===== config.mk =====
export PLATFORM = sky130hd
export DESIGN_NAME = mift_ctrl_flat
export DESIGN_NICKNAME = d
export VERILOG_FILES = /design/src/rtl/core/mift_pkg.sv /design/src/rtl/core/mift_in_if.sv /design/src/rtl/core/mift_out_if.sv /design/src/rtl/core/mift_ctrl.sv /design/src/flat_wrapper.sv
export SDC_FILE = /design/constraint.sdc
export NUM_CORES = 1
export LEC_CHECK = 0
export ABC_AREA = 1
export BUFFER_PORTS_ARGS = -buffer_cell sky130_fd_sc_hd__buf_4
export CAP_MARGIN = 10
export CORE_MARGIN = 4
export CORE_UTILIZATION = 55
export DETAILED_ROUTE_END_ITERATION = 12
export PLACE_DENSITY = 0.77
export RECOVER_POWER = 50
export SLEW_MARGIN = 20
export SYNTH_ARGS = -nofsm -noshare
export SYNTH_HDL_FRONTEND = slang
export SYNTH_SLANG_ARGS = --single-unit

===== constraint.sdc =====
create_clock -name clk -period 3.84 [get_ports clk]
set_clock_uncertainty 0.1 [all_clocks]
set_input_delay 0.384 -clock clk [delete_from_list [all_inputs] [get_ports clk]]
set_output_delay 0.384 -clock clk [all_outputs]
set_load 0.01 [all_outputs]

===== src/rtl/core/mift_pkg.sv =====
package mift_pkg;

  // table geometry
  localparam int MaxFilters = 1024;
  localparam int AddrW      = $clog2(MaxFilters);
  localparam int CountW     = AddrW + 1;
  localparam int WordW      = 32;

  typedef logic [AddrW-1:0]  addr_t;
  typedef logic [CountW-1:0] count_t;
  typedef logic [WordW-1:0]  word_t;

  localparam count_t MaxCount = count_t'(MaxFilters);
  localparam word_t  FreeMark = 32'hffff_ffff;

  // operation codes
  typedef logic [1:0] func_t;
  localparam func_t FUNC_ADD    = 2'd0;
  localparam func_t FUNC_REMOVE = 2'd1;
  localparam func_t FUNC_CHECK  = 2'd2;

  // result codes
  typedef logic [2:0] status_t;
  localparam status_t ST_ADDED     = 3'd0;
  localparam status_t ST_FULL      = 3'd1;
  localparam status_t ST_REMOVED   = 3'd2;
  localparam status_t ST_NOT_FOUND = 3'd3;
  localparam status_t ST_CHECKED   = 3'd4;

  // table memory access: write port and read address
  typedef struct packed {
    logic  we;
    addr_t waddr;
    word_t wdata;
    addr_t raddr;
  } ram_req_t;

  // byte mask: all ones where the address byte is nonzero
  function automatic word_t wildcard_mask(input word_t word);
    word_t m;
    m = '0;
    for (int k = 0; k < 4; k++) begin
      if (word[8*k +: 8] != 8'd0) begin
        m[8*k +: 8] = 8'hff;
      end
    end
    return m;
  endfunction

endpackage


===== src/rtl/core/mift_in_if.sv =====
interface mift_in_if;
  import mift_pkg::*;

  logic           valid;
  logic           ready;
  func_t          func;
  logic [7:0]     octet_a;
  logic [7:0]     octet_b;
  logic [7:0]     octet_c;
  logic [7:0]     octet_d;

  modport source (output valid, func, octet_a, octet_b, octet_c, octet_d, input ready);
  modport sink   (input valid, func, octet_a, octet_b, octet_c, octet_d, output ready);
endinterface


===== src/rtl/core/mift_out_if.sv =====
interface mift_out_if;
  import mift_pkg::*;

  logic    valid;
  logic    ready;
  status_t status;
  logic    allowed;
  count_t  entries_used;

  modport source (output valid, status, allowed, entries_used, input ready);
  modport sink   (input valid, status, allowed, entries_used, output ready);
endinterface


===== src/rtl/core/mift_ctrl.sv =====
module mift_ctrl (
  input  logic              clk,
  input  logic              rst,
  input  logic              ban_mode,
  mift_in_if.sink           req,
  mift_out_if.source        rsp,
  output mift_pkg::ram_req_t ram_req,
  input  mift_pkg::word_t   ram_rdata
);
  import mift_pkg::*;

  localparam logic [1:0] S_IDLE  = 2'd0;
  localparam logic [1:0] S_SCAN  = 2'd1;
  localparam logic [1:0] S_SHIFT = 2'd2;
  localparam logic [1:0] S_DONE  = 2'd3;

  logic [1:0] state;
  func_t      op;
  word_t      word;
  count_t     used;
  count_t     rd_idx;
  logic       pend;
  addr_t      pend_idx;
  status_t    res_status;
  logic       res_allowed;
  logic       out_valid;
  status_t    out_status;
  logic       out_allowed;
  count_t     out_used;

  word_t      entry_mask;
  logic       hit;
  logic       more;

  // compare the entry that came back from memory this cycle
  always_comb begin
    entry_mask = wildcard_mask(ram_rdata);
    more       = (rd_idx < used);
    hit        = 1'b0;
    if (pend) begin
      case (op)
        FUNC_ADD:    hit = (ram_rdata == FreeMark);
        // stored masks follow from the compare value, so equal compares imply equal masks
        FUNC_REMOVE: hit = (ram_rdata == word);
        FUNC_CHECK:  hit = ((word & entry_mask) == ram_rdata);
        default:     hit = 1'b0;
      endcase
    end
  end

  // memory port: read runs ahead by one entry, writes for add and for compaction
  always_comb begin
    ram_req.we    = 1'b0;
    ram_req.waddr = pend_idx;
    ram_req.wdata = word;
    ram_req.raddr = rd_idx[AddrW-1:0];
    case (state)
      S_SCAN: begin
        if (op == FUNC_ADD) begin
          if (hit) begin
            ram_req.we = 1'b1;
          end else if (!pend && !more && used != MaxCount) begin
            ram_req.we    = 1'b1;
            ram_req.waddr = used[AddrW-1:0];
          end
        end
      end
      S_SHIFT: begin
        if (pend) begin
          ram_req.we    = 1'b1;
          ram_req.waddr = pend_idx - addr_t'(1);
          ram_req.wdata = ram_rdata;
        end
      end
      default: ram_req.we = 1'b0;
    endcase
  end

  assign req.ready        = (state == S_IDLE);
  assign rsp.valid        = out_valid;
  assign rsp.status       = out_status;
  assign rsp.allowed      = out_allowed;
  assign rsp.entries_used = out_used;

  // sequencer and result register
  always_ff @(posedge clk) begin
    if (rst) begin
      state     <= S_IDLE;
      used      <= '0;
      pend      <= 1'b0;
      out_valid <= 1'b0;
    end else begin
      if (rsp.ready) begin
        out_valid <= 1'b0;
      end
      case (state)
        S_IDLE: begin
          if (req.valid) begin
            op          <= req.func;
            word        <= {req.octet_d, req.octet_c, req.octet_b, req.octet_a};
            rd_idx      <= '0;
            pend        <= 1'b0;
            res_allowed <= 1'b0;
            if (req.func inside {FUNC_ADD, FUNC_REMOVE, FUNC_CHECK}) begin
              state <= S_SCAN;
            end else begin
              res_status <= ST_NOT_FOUND;
              state      <= S_DONE;
            end
          end
        end
        S_SCAN: begin
          pend     <= more;
          pend_idx <= rd_idx[AddrW-1:0];
          if (more) begin
            rd_idx <= rd_idx + count_t'(1);
          end
          if (hit) begin
            case (op)
              FUNC_ADD: begin
                res_status <= ST_ADDED;
                state      <= S_DONE;
              end
              FUNC_REMOVE: begin
                // close the gap from the entry after the match
                rd_idx <= count_t'(pend_idx) + count_t'(1);
                pend   <= 1'b0;
                state  <= S_SHIFT;
              end
              default: begin
                res_status  <= ST_CHECKED;
                res_allowed <= ban_mode;
                state       <= S_DONE;
              end
            endcase
          end else if (!pend && !more) begin
            case (op)
              FUNC_ADD: begin
                if (used == MaxCount) begin
                  res_status <= ST_FULL;
                end else begin
                  used       <= used + count_t'(1);
                  res_status <= ST_ADDED;
                end
              end
              FUNC_REMOVE: res_status <= ST_NOT_FOUND;
              default: begin
                res_status  <= ST_CHECKED;
                res_allowed <= ~ban_mode;
              end
            endcase
            state <= S_DONE;
          end
        end
        S_SHIFT: begin
          pend     <= more;
          pend_idx <= rd_idx[AddrW-1:0];
          if (more) begin
            rd_idx <= rd_idx + count_t'(1);
          end
          if (!pend && !more) begin
            used       <= used - count_t'(1);
            res_status <= ST_REMOVED;
            state      <= S_DONE;
          end
        end
        S_DONE: begin
          if (!out_valid || rsp.ready) begin
            out_valid   <= 1'b1;
            out_status  <= res_status;
            out_allowed <= res_allowed;
            out_used    <= used;
            state       <= S_IDLE;
          end
        end
        default: state <= S_IDLE;
      endcase
    end
  end

endmodule


===== src/flat_wrapper.sv =====
// flat-port wrapper written by rule: the top's interface ports become plain ports
module mift_ctrl_flat import mift_pkg::*;
  (clk, rst, ban_mode, ram_req, ram_rdata, req_valid, req_func, req_octet_a, req_octet_b, req_octet_c, req_octet_d, req_ready, rsp_valid, rsp_status, rsp_allowed, rsp_entries_used, rsp_ready);
  mift_in_if req_i ();
  mift_out_if rsp_i ();
  input  logic clk;
  input  logic rst;
  input  logic ban_mode;
  output mift_pkg::ram_req_t ram_req;
  input  mift_pkg::word_t ram_rdata;
  input wire logic [$bits(req_i.valid)-1:0] req_valid;
  input wire logic [$bits(req_i.func)-1:0] req_func;
  input wire logic [$bits(req_i.octet_a)-1:0] req_octet_a;
  input wire logic [$bits(req_i.octet_b)-1:0] req_octet_b;
  input wire logic [$bits(req_i.octet_c)-1:0] req_octet_c;
  input wire logic [$bits(req_i.octet_d)-1:0] req_octet_d;
  output wire logic [$bits(req_i.ready)-1:0] req_ready;
  output wire logic [$bits(rsp_i.valid)-1:0] rsp_valid;
  output wire logic [$bits(rsp_i.status)-1:0] rsp_status;
  output wire logic [$bits(rsp_i.allowed)-1:0] rsp_allowed;
  output wire logic [$bits(rsp_i.entries_used)-1:0] rsp_entries_used;
  input wire logic [$bits(rsp_i.ready)-1:0] rsp_ready;
  assign req_i.valid = req_valid;
  assign req_i.func = req_func;
  assign req_i.octet_a = req_octet_a;
  assign req_i.octet_b = req_octet_b;
  assign req_i.octet_c = req_octet_c;
  assign req_i.octet_d = req_octet_d;
  assign req_ready = req_i.ready;
  assign rsp_valid = rsp_i.valid;
  assign rsp_status = rsp_i.status;
  assign rsp_allowed = rsp_i.allowed;
  assign rsp_entries_used = rsp_i.entries_used;
  assign rsp_i.ready = rsp_ready;
  mift_ctrl u_core (.clk(clk), .rst(rst), .ban_mode(ban_mode), .req(req_i), .rsp(rsp_i), .ram_req(ram_req), .ram_rdata(ram_rdata));
endmodule

## Word level (Yosys, flattened, before mapping)

Cells that the tools add are included.

| storage, ports and cells | value |
|---|---|
| register bits after elaboration | 89 |
| logic and storage cells | 127 |
| bits of input ports | 71 |
| output and inout port bits | 70 |

| cells by class | value |
|---|---|
| reduce and logical (&&, ||, !) cells | 28 |
| order comparisons | 1 |
| bitwise gates (word level) | 3 |
| $add $sub $neg | 5 |
| mux-type cells | 53 |
| eq/ne operators | 24 |

Operators by type and width:

| kind | number |
|---|---|
| $mux W11 | 11 |
| $eq A32 B32 Y1 | 2 |
| $mux W43 | 1 |
| $pmux W11 S3 | 1 |
| $and A32 B32 Y32 | 1 |
| $eq A32 B32 Y1 const B | 1 |
| $mux W32 | 1 |
| $mux W8 | 4 |
| $reduce_bool A8 Y1 | 4 |
| $add A11 B1 Y11 const B | 2 |
| $pmux W11 S2 | 1 |
| $pmux W10 S2 | 1 |
| $mux W3 | 5 |
| $mux W1 | 14 |
| $pmux W3 S2 | 2 |
| $reduce_and A6 Y1 | 2 |
| $add A10 B1 Y11 const B | 1 |
| $eq A11 B11 Y1 const B | 1 |
| $lt A11 B11 Y1 | 1 |
| $ne A11 B11 Y1 const B | 1 |
| $sub A11 B1 Y11 const B | 1 |
| $mux W10 | 1 |
| $mux W2 | 5 |
| $sub A10 B1 Y10 const B | 1 |
| other kinds (21) | 49 |

## Depth between registers and ports, before layout

Gate-level depths: netlist of the first run.

| logic depth | value |
|---|---|
| word-level depth | 9 |
| gate-level depth with buffers | 21 |
| gate-level depth less buffers | 20 |

## Least setup slack after synthesis of the first run

No wires, ideal clock.

| timing path | value |
|---|---|
| path kind | register to register |
| start point | register u_core.state[0] |
| end point | register u_core.used[10] |
| cell stages (with the launch flop) | 17 |
| library setup time | 0.064 ns |
| clock period less this slack | 3.044 ns |
| slack | 0.796 ns |
| buffers on the path | 0 |
| required time | 3.676 ns |
| data arrival time | 2.880 ns |
| path through | dfxtp_1 inv_1 ha_1 clkinv_1 fa_1 o21ai_0 nand2_1 nand2_1 a21oi_1 o21ai_0 a21oi_1 nor2_1 nor2_1 xor2_1 o21ai_0 nand2_1 nor2_1 |

| between the ends | value |
|---|---|
| longest elaborated chain between the ends | 3 |
| elaborated cells between the ends (all ways) | 10 |
| those cells by class | 7 x eq/ne; 1 x mux; 2 x reduce/logical |

RTL lines:

| item | line | RTL |
|---|---|---|
| from (decl) | mift_ctrl.sv:17 | `logic [1:0] state;` |
| from (signal assigned) | mift_ctrl.sv:88 | `state <= S_IDLE;` |
| from (signal assigned) | mift_ctrl.sv:105 | `state <= S_SCAN;` |
| from (signal assigned) | mift_ctrl.sv:108 | `state <= S_DONE;` |
| $eq A2 B1 Y1 or $eq A2 B2 Y1 (tied branches) | mift_ctrl.sv:96 | `case (state)` |
| $ne A2 B2 Y1 (no line), or another cell as far along | - |  |
| $reduce_and A6 Y1 (no line) | - |  |
| to (signal assigned) | mift_ctrl.sv:142 | `used <= used + count_t'(1);` |
| to (signal assigned) | mift_ctrl.sv:162 | `used <= used - count_t'(1);` |
| to (decl) | mift_ctrl.sv:20 | `count_t used;` |

Parallel ways exist; a longest one is shown, timed or not.
A chain may end at the register's enable or synchronous reset.

==> metrics.md, run 1 <==
| Metric | Value |
|---|---|
| Overflow after GRT | 0 |
| Fin nets | between 1000 and 1500 |
| Fin. max-slew vios | 51 |
| CTS tree | yes |
| Crit path DAT | 3.12 ns |
| Crit path max-delay family | simple AND/OR/NAND/NOR gates |
| Part of the power in registers | a little under a third |
| Largest net degree at the start of global routing | 51 |
| 1st-iter DRT viols | about 780 |
| Slowest stage delay, CP | between 0.6 and 0.7 ns |
| Share of cells above drive strength 1 | between 20% and 30% |
| Clock Tree Root | clkbuf_16 |
| Slew HR | -22.8% |
| Distinct cells, synth | 44 |
| P_int | between 2 and 3 mW |
| Die width | around 120 um |
| CP startpoint kind | register |
| Final hold violation count | 0 |
| Final min period | 3.60 ns |
| Ys async rst share | 0% |
| Switching share of power | 45.4% |
| Clock power frac | between 10% and 20% |
| Crit. Startpoint | u_core.op[0] |
| Routed wire length | 19400 um |
| RSZ-0062 raised after global routing | false |
| First-pass GRT wire length | between 30000 and 40000 um |
| Static Leakage | roughly 3.6 nW |
| Deepest clock path buffer count | 2 |
| Core area | approximately 0.012 mm2 |
| Critical Path Sink Type | output pin |
| Antenna diodes | 0 |
| # setup viols final | 0 |
| Stages on the worst setup path | 14 |
| H-tree levels | 3 |
| Drt drc | 0 |
| Reg-to-Reg Start | u_core.op[0] |
| EDFF count, synth | 74 |
| CP Max Fanout | 32 |
| R2r worst-path depth | 11 |
| Dominant synthesized flop cell | edfxtp_1 |
| Fillcell total | around 1100 |
| FF-to-FF setup slack | between 0.5 and 0.6 ns |
| Die Area | ~0.014 mm2 |
| Synthesized area | between 0.006 and 0.007 mm2 |
| Port bufs | 140 |
| Die Ht | about 120 um |
| Largest area contributor in the netlist | edfxtp_1 |
| GR met1 Demand/Resource | 41.0% |
| Worst R2R End | u_core.res_status[0] |
| Post-synth top area share | ~32% |
| Hold_buf cts | 0 |
| DRT antenna net count | 0 |
| Row count | 40 |
| Critical-path top delay cell | ha_2 |
| Met3 global-route usage | between 6 and 7% |
| Grt met2 use | between 40% and 50% |
| Max VDD drop | between 300 and 400 uV |
| Sink Count | between 80 and 90 |
| Max frequency | approximately 0.28 GHz |
| PwrDens | slightly above 600 mW/mm2 |
| Register area share after synthesis | ~36% |
| CP endpoint | ram_req[52] |
| Avg Cell Area, Syn | 7.63 um2 |
| Post-synth top cells | nand2_1 (209), inv_1 (94), edfxtp_1 (74) |
| Area growth from synthesis to layout | 18.6% |
| Count leader, synth | nand2_1 |
| CP Buf/Inv Count | 4 |
| Vias in the first global route | between 6000 and 7000 |
| Psw | 2.30 mW |
| Hold/Removal Path Class | primary input to register |
| Crit-path cells | inv_1, ha_2, buf_12, nand3_1, nand2_1, nand2_1, nor2_1, nand3_1, nor2_2, nand3_4, inv_4, o211ai_1, a21oi_1, buf_4 |
| Gr busiest metal | met1 |
| Initial Util | ~57% |
| Gate Count Post-Synth | about 910 |
| Clock Latency Late Sink | 0.36 ns |
| Fin crit share | 93.8% |
| Hpwl dp | between 10000 and 15000 um |
| Syn_nets | 1009 |
| CTS clock-pin slew for the worst setup and hold paths | 0.07 ns |
| Vias per cell | between 5 and 6 |
| Num ports | about 140 |
| Maxcap violations | 2 |
| Setup TNS | 0 ns |
| Initial antenna violation count | 0 |
| WL/cell | 16.1 um |
| Comb pwr share | 52.3% |
| DR pass1 iterations | 5 |
| Gpl congestion | 0.964 |
| Vias post-DR | roughly 6600 |
| Outcome | finished, violations left |
| WS Path Type | register to output pin |
| Hold slack | about 0.12 ns |
| Violated checks | max-capacitance violations, max-slew violations |
| Worst-Margin Slew | 1.83 ns |
| Gr usage total | between 20% and 30% |
| Critical Path RT | roughly 3.4 ns |
| Num CTS Buffers | 9 |
| Ranking of synthesized cells by area | edfxtp_1 (32%), nand2_1 (11%), ha_1 (5.4%), inv_1 (5.1%), o21ai_0 (4.9%) |
| #FFs+latches synth | 89 |
| Syn. warnings | 0 |
final cells by class:
class | count | area [um2] | area share, %
flip-flops and latches | 89 | 2520 | 30.7
clock inverters | 5 | 35.0 | 0.427
multi-input cells | 665 | 3730 | 45.4
clock buffers | 11 | 243 | 2.96
repair buffers | 155 | 1060 | 12.9
inverters | 110 | 415 | 5.06
well taps | 168 | 210 | 2.56
through the flow:
stage / setup WS, ns / total power [mW] / instances / utilization (%) / area, um2
2_1_floorplan: 0.796 / 3.33 / 907 / - / 6920
3_3_place_gp: 0.516 / 4.18 / 1185 / 66.1 / 8040
3_5_place_dp: 0.511 / 4.21 / 1185 / 66.1 / 8040
4_1_cts: 0.124 / 5.09 / 1201 / 68.4 / 8320
5_1_grt: 0.00450 / 5.46 / 1203 / 67.5 / 8210
6_report: 0.239 / 5.07 / 1203 / 67.5 / 8210
kinds of logic (layout without fill, tap and decap cells):
kind of cell,count (synthesis),count (layout),synth area share (%)
adder cells (fa/ha/maj),31,31,5.71
buffers and inverters,153,281,9.85
AO/OA/AOI/OAI,166,166,13.6
multiplexers,1,1,0.163
flip-flops,89,89,36.4
XOR/XNOR,27,27,3.42
AND/OR/NAND/NOR,440,440,30.8
power groups by stage:
stage / clock network, mW / logic [mW] / registers [mW]
detailed placement: 0 / 2.65 / 1.57
global route: 0.912 / 2.96 / 1.59
CTS: 0.875 / 2.66 / 1.55
finish: 0.861 / 2.65 / 1.56
floorplan: 0 / 1.84 / 1.49
global placement: 0 / 2.62 / 1.57
repair_timing:
action | in CTS | in global routing
gates resized for setup | 0 | 1
buffers inserted | 0 | 2
endpoints found under the setup margin | 0 | 6
endpoints found under the hold margin | 0 | 0
registers in the layout, indices dropped and copies added, names as in the netlist:
signal,count
u_core.used,11
u_core.rsp.valid,1
u_core.pend_idx,10
u_core.pend,1
u_core.rsp.allowed,1
u_core.rsp.status,3
u_core.rd_idx,11
u_core.word,32
u_core.res_status,3
u_core.state,2
u_core.res_allowed,1
u_core.op,2
u_core.rsp.entries_used,11
per-layer routing:
| metal | vias up | part of all wire (%) |
|---|---|---|
| li1 | 3313 | - |
| met1 | 3026 | 47 |
| met2 | 282 | 43 |
| met3 | 24 | 8.7 |
| met4 | 0 | 1.5 |
| met5 | - | 0 |
worst min-delay path by stage:
| stage | from | end | slack [ns] | cells past startpoint |
|---|---|---|---|---|
| 6_report | req_octet_c[1] | u_core.word[17] | 0.12 | 1 |
| 5_1_grt | req_octet_d[2] | u_core.word[26] | 0.11 | 1 |
| 4_1_cts | req_octet_c[1] | u_core.word[17] | 0.09 | 1 |
| 3_3_place_gp | u_core.res_status[2] | u_core.rsp.status[2] | 0.31 | 0 |
| 2_1_floorplan | u_core.res_allowed | u_core.rsp.allowed | 0.30 | 0 |
| 3_5_place_dp | u_core.res_status[1] | u_core.rsp.status[1] | 0.32 | 0 |
cells in the final DEF (no fill, tap or decap), types with 8 or more instances in the layout:
cell and n:
inv_2 13, nand4_1 30, xor2_1 20, nor2_2 10, nand2_1 208, a31oi_1 8, nand3_1 55, dfxtp_1 15
clkbuf_16 9, inv_1 94, buf_4 91, a21oi_1 50, clkbuf_1 33, ha_1 29, clkbuf_4 31, nand2_2 17
nand3_2 27, nor2_1 69, nor3_1 8, o21ai_0 68, a21oi_2 9, o211ai_1 12, edfxtp_1 74
No activity file was read; power rests on OpenSTA's default activity.
==> inputs of run 2 (changes only) <==
CORE_UTILIZATION = 51   (was 55)
PLACE_DENSITY = 0.75   (was 0.77)
clock period = 3.23 ns   (was 3.84 ns; I/O delays follow)
==> run 2 against run 1 <==
  * Routed wire length up 8.3%
  * First-iteration DRC count is 14% lower
  * Total power grew 26%
  * Setup slack worse by 0.21 ns
  * Utilization is 1.5 points lower
  * Critical endpoint unchanged
  * Flip-flop and latch count is the same
  * Combinational power up 35%
  * Global-route usage fell by 2.6 points
  * The run now ends clean
  * Highest routed layer unchanged
  * Die area is 7.3% higher
==> metrics.md, run 2 (synthesis results as in run 1) <==
| Metric | Value |
|---|---|
| Num CTS Buffers | 9 (unchanged) |
| Final hold violation count | 0 (unchanged) |
| Outcome | finished clean |
| Clock Latency Late Sink | 0.36 ns (about the same) |
| PwrDens | 730 mW/mm2 (+18%) |
| Drt drc | 0 (unchanged) |
| First-pass GRT wire length | 32000 um (about the same) |
| Num ports | 141 (unchanged) |
| Vias in the first global route | 6333 (+2.0%) |
| Fillcell total | 1185 (+11%) |
| Setup WS pre-CTS | 0.207 ns (-0.303 ns) |
| # setup viols final | 0 (unchanged) |
| Post-Layout Inst Area | 0.00874 mm2 (+6.4%) |
| Fin nets | 1170 (+3.4%) |
| Met3 global-route usage | 5.36% (-1.0 points) |
| Die width | 125 um (+3.6%) |
| Overflow after GRT | 0 (unchanged) |
| Clock power frac | 15.5% (-1.5 points) |
| Critical Path Sink Type | output pin |
| Antenna diodes | 0 (unchanged) |
| Worst setup margin | 0.0255 ns (-0.213 ns) |
| Gr busiest metal | met2 |
| Core area | 0.0132 mm2 (+8.9%) |
| Critical Path RT | 2.81 ns (-0.55 ns) |
| Hold_buf cts | 0 (unchanged) |
| Hpwl dp | 15300 um (+4.2%) |
| Gpl congestion | 0.967 (+0.34%) |
| Clock Tree Root | clkbuf_16 |
| Maxcap violations | 0 (-2) |
| 1st-iter DRT viols | 664 (-14%) |
| Fin. max-slew vios | 0 (-100%) |
| Max VDD drop | 529 uV (+33%) |
| Comb pwr share | 56.0% (+3.7 points) |
| Most frequent cells in the layout | nand2_1 (201), buf_4 (109), inv_1 (91) |
| Port bufs | 140 (unchanged) |
| Gr usage total | 25.1% (-2.6 points) |
| Crit path DAT | 2.78 ns (-0.34 ns) |
| Most flops, register | u_core.word |
| Area growth from synthesis to layout | 26.3% |
| Slowest stage delay, CP | 0.42 ns (-0.23 ns) |
| Share of cells above drive strength 1 | 25.6% (+3.9 points) |
| Die Ht | 125 um (+3.6%) |
| Vias post-DR | 7009 (+5.5%) |
| Critical-path top delay cell | edfxtp_1 |
| Grt met2 use | 42.8% (+1.8 points) |
| Sink Count | 89 (unchanged) |
| Vias per cell | 5.61 (+1.6%) |
| Max frequency | roughly 0.31 GHz |
| Slew HR | 13.6% (+36 points) |
| RSZ-0062 raised after global routing | true |
| Initial antenna violation count | 0 (unchanged) |
| Fin crit share | between 90% and 100% |
| Routed wire length | 21000 um (+8.3%) |
| Largest net degree at the start of global routing | 35 (-31%) |
| Part of the power in registers | 28.5% (-2.2 points) |
| P_int | 3.51 mW (+27%) |
| Psw | 2.87 mW (+25%) |
| CP Max Fanout | 7 (-78%) |
| GR met1 Demand/Resource | 31.5% (-9.5 points) |
| DRT antenna net count | 0 (unchanged) |
| CTS clock-pin slew for the worst setup and hold paths | 0.07 ns (about the same) |
| WL/cell | 16.8 um (+4.3%) |
| Row count | 42 (+5.0%) |
| Register area | 0.00252 mm2 (about the same) |
| Die Area | 0.0155 mm2 (+7.3%) |
| Hold/Removal Path Class | primary input to register |
| Switching share of power | 45.0% (-0.43 points) |
| DR pass1 iterations | 6 (+1) |
| Number of flip-flops in the largest register | 32 (unchanged) |
| Deepest clock path buffer count | 2 (unchanged) |
| Most common cell after layout, fill and taps aside | nand2_1 |
| Multi-input gate area | 0.00382 mm2 (+2.3%) |
| Crit-path cells | inv_2, ha_4, clkbuf_16, nand4_1, nand2_1, nand2_1, nor2_1, nand2_1, nor2_2, nand3_4, inv_4, o211ai_1, a21oi_2, buf_4 |
| Hold slack | 0.0606 ns (-0.0599 ns) |
| Worst-Margin Slew | 1.29 ns (-0.536 ns) |
| Initial Util | 52.3% (-4.6 points) |
| Final min period | about 3.2 ns |
| WS Path Type | register to output pin |
| Static Leakage | 3.83 nW (+6.3%) |
| CP most frequent cell | nand2_1 |
| Placed Area | 0.00821 mm2 (+2.1%) |
| H-tree levels | 3 (unchanged) |
| CTS tree | yes |
| CP startpoint kind | register |
## run 2: critical path: cells and delay by family, from the launching register on
| kind | cells | cell delay [ns] |
|---|---|---|
| AO/OA/AOI/OAI | 2 | 0.31 |
| buffers and inverters | 4 | 0.52 |
| flip-flops | 1 | 0.42 |
| adder cells (fa/ha/maj) | 1 | 0.39 |
| AND/OR/NAND/NOR | 7 | 0.79 |
## run 2: power by group through the flow
stage | Combinational (mW) | Sequential, mW | Clock (mW)
after floorplan | 2.18 | 1.77 | 0
after global placement | 3.26 | 1.84 | 0
after detailed placement | 3.30 | 1.84 | 0
after CTS | 3.34 | 1.82 | 1.01
after global routing | 3.92 | 1.84 | 1.06
final | 3.57 | 1.82 | 0.991
## run 2: repair_timing
| item | in CTS | in global routing |
|---|---|---|
| buffers inserted | 1 | 17 |
| resized for setup | 2 | 33 |
| gates cloned | 0 | 6 |
| endpoints found under the setup margin | 9 | 12 |
| pin swaps | 0 | 17 |
## run 2: layout make-up
type	count	share of cell area, %
Clock inverter	6	0.487
Multi-Input combinational cell	665	43.7
Clock buffer	10	2.62
Inverter	110	4.75
Sequential cell	89	28.9
Tap cell	176	2.52
Timing Repair Buffer	193	17.1
## run 2: worst paths after layout
kind                           start              endpoint  slack [ns]  depth (start not counted)
hold / removal        req_octet_c[7]       u_core.word[23]        0.06                          1
setup reg to reg        u_core.op[0]  u_core.res_status[0]        0.23                         14
hold reg to reg   u_core.res_allowed    u_core.rsp.allowed        0.32                          0
setup / recovery        u_core.op[0]           ram_req[52]        0.03                         14
## run 2: metrics by stage
stage / util, % / std cells / TNS [ns] / power (mW)
after CTS: 64.2 / 1226 / 0 / 6.17
after floorplan: - / 907 / 0 / 3.96
after detailed placement: 62.0 / 1209 / 0 / 5.15
after global routing: 66.0 / 1249 / -0.213 / 6.83
after global placement: 62.0 / 1209 / 0 / 5.10
final: 66.0 / 1249 / 0 / 6.38
## run 2: metal layers
metal,vias up,wire length [um]
li1,3391,-
met1,3186,8170
met2,357,10400
met3,75,1670
met4,0,801
met5,-,0
==> inputs of run 3 (changes only) <==
HOLD_SLACK_MARGIN = 0.12   (was default)
==> run 3 against run 2 <==
  * Sequential share of layout area shrank 1.1 points
  * Non-clock buffer count up 34
  * Critical path depth fell by 2
  * Setup slack improved by 0.021 ns
  * Cell count up 2.7%
  * Sequential power about the same
  * Clock-buffer cell count stayed put
  * Flip-flop and latch count unchanged
  * Clock power about the same
  * Maximum frequency rose by 0.67%
  * Global-route usage is 0.69 points higher
  * Routed wire length increased by 2.8%
  * Critical endpoint is now ram_req[42]
  * Largest cell class unchanged
  * Highest routed layer unchanged
==> metrics.md, run 3 (synthesis results as in run 1) <==
| Metric | Value |
|---|---|
| Part of the power in registers | 28.3% (-0.2 points) |
| Clock Latency Late Sink | 0.35 ns (about the same) |
| PwrDens | 706 mW/mm2 (-3.2%) |
| Fin. max-slew vios | 0 (unchanged) |
| First-pass GRT wire length | 32900 um (+2.9%) |
| Fillcell total | 1134 (-4.3%) |
| CP startpoint kind | register |
| Routed wire length | 21600 um (+2.8%) |
| Clock power frac | 15.5% (about the same) |
| 1st-iter DRT viols | 626 (-5.7%) |
| Fin crit share | 98.5% (-0.66 points) |
| Critical Path RT | 2.81 ns (about the same) |
| Psw | 2.88 mW (+0.31%) |
| Initial Util | 52.3% (unchanged) |
| Die Area | 0.0155 mm2 (unchanged) |
| Max VDD drop | 529 uV (+0.14%) |
| Hold/Removal Path Class | primary input to register |
| Largest net degree at the start of global routing | 35 (unchanged) |
| CTS clock-pin slew for the worst setup and hold paths | 0.06 ns (about the same) |
| Final min period | 3.18 ns (-0.0214 ns) |
| Worst-Margin Slew | 1.31 ns (+0.0191 ns) |
| # setup viols final | 0 (unchanged) |
| Critical Path Sink Type | output pin |
| Hold_sp | rst |
| Switching share of power | 44.8% (-0.12 points) |
| Static Leakage | 3.97 nW (+3.7%) |
| CP Max Fanout | 7 (unchanged) |
| Vias per cell | 5.58 (-0.58%) |
| Share of cells above drive strength 1 | 24.8% (-0.79 points) |
| Most frequent cells in the layout | nand2_1 (201), buf_4 (109), inv_1 (91) |
| Overflow after GRT | 0 (unchanged) |
| Placed Area | 0.00821 mm2 (unchanged) |
| RSZ-0062 raised after global routing | true |
| Slew HR | 12.3% (-1.3 points) |
| Die width | 125 um (unchanged) |
| Area growth from synthesis to layout | 31.2% |
| Drt drc | 0 (unchanged) |
| Gpl congestion | 0.967 (unchanged) |
| Core area | 0.0132 mm2 (unchanged) |
| Vias in the first global route | 6532 (+3.1%) |
| Num CTS Buffers | 9 (unchanged) |
| Port bufs | 140 (unchanged) |
| Reg-to-Reg Start | u_core.op[0] |
| Outcome | finished clean |
| Vias post-DR | 7158 (+2.1%) |
| CTS tree | yes |
| Crit path DAT | 2.76 ns (-0.02 ns) |
| Row count | 42 (unchanged) |
| Setup TNS | 0 ns (unchanged) |
| Post-Layout Inst Area | 0.00908 mm2 (+3.9%) |
| Clock Tree Root | clkbuf_16 |
| Most flops, register | u_core.word |
| Maxcap violations | 0 (unchanged) |
| Initial antenna violation count | 0 (unchanged) |
| Crit. Startpoint | u_core.rd_idx[6] |
| WS Path Type | register to output pin |
| Comb pwr share | 56.2% (+0.2 points) |
| Number of flip-flops in the largest register | 32 (unchanged) |
| DR pass1 iterations | 6 (unchanged) |
| Die Ht | 125 um (unchanged) |
| Num ports | 141 (unchanged) |
| Antenna diodes | 0 (unchanged) |
| DRT antenna net count | 0 (unchanged) |
| Final hold violation count | 0 (unchanged) |
| Hold slack | 0.133 ns (+0.0724 ns) |
| WL/cell | 16.8 um (about the same) |
| Fin nets | 1204 (+2.9%) |
| H-tree levels | 3 (unchanged) |
| Most common cell after layout, fill and taps aside | nand2_1 |
| Hpwl dp | 15300 um (unchanged) |
| P_int | 3.54 mW (+0.78%) |
| Sink Count | 89 (unchanged) |
| Deepest clock path buffer count | 2 (unchanged) |
| Gr usage total | 25.8% (+0.69 points) |
| Max frequency | 0.314 GHz (+0.67%) |
-- run 3: changes by cell type in the layout (fill, tap and decap cells not counted), sizes merged --
cell	previous run	this run
dlygate4sd3	0	34
-- run 3: layer usage --
metal	up-vias	track usage [%]	share of wire, %
met1	3259	32.1	38
li1	3453	-	-
met5	-	0	0
met4	0	9.16	4.1
met3	77	5.40	7.9
met2	369	44.4	50
-- run 3: critical path, stage by stage, from the launching register on --
cell      delay [ns]
edfxtp_1        0.46
ha_1            0.34
nand2_1         0.08
nor3_2          0.16
nand4_1         0.12
nand3_2         0.10
nand2_2         0.08
nor2_4          0.17
nand2_4         0.10
a21oi_1         0.16
o21ai_0         0.12
a31oi_1         0.32
buf_4           0.19
-- run 3: path summary, 6_finish.rpt --
kind,end,slack [ns],cells after the start
max,ram_req[42],0.05,12
min,u_core.rsp.valid,0.13,2
max reg2reg,u_core.res_status[0],0.24,16
min reg2reg,u_core.rsp.allowed,0.32,0
-- run 3: area by class of cell --
class | instances | area, um2 | area share [%]
Sequential cell | 89 | 2520 | 27.8
Multi-Input combinational cell | 665 | 3820 | 42.0
Tap cell | 176 | 220 | 2.43
Clock inverter | 6 | 42.5 | 0.469
Clock buffer | 10 | 229 | 2.52
Timing Repair Buffer | 227 | 1830 | 20.2
Inverter | 110 | 415 | 4.57
-- run 3: per-stage QoR --
stage | util [%] | std cells | setup WS [ns] | power, mW
floorplan | - | 907 | 0.186 | 3.96
global placement | 62.0 | 1209 | 0.310 | 5.10
detailed placement | 62.0 | 1209 | 0.207 | 5.15
CTS | 66.7 | 1260 | 0.00275 | 6.20
global route | 68.6 | 1283 | -0.0998 | 6.86
finish | 68.6 | 1283 | 0.0470 | 6.41
-- run 3: what timing repair did --
action	4_1_cts	5_1_grt
pin swaps	0	17
endpoints found under the setup margin	9	12
resized for setup	2	33
hold buffers	34	0
buffers inserted	1	17
hold endpoints to repair	34	0
cloned	0	6
-- run 3: power groups by stage --
stage,clock [mW],combinational [mW],sequential (mW)
final,0.992,3.61,1.82
after floorplan,0,2.18,1.77
after global placement,0,3.26,1.84
after detailed placement,0,3.30,1.84
after global routing,1.06,3.96,1.84
after CTS,1.01,3.37,1.82
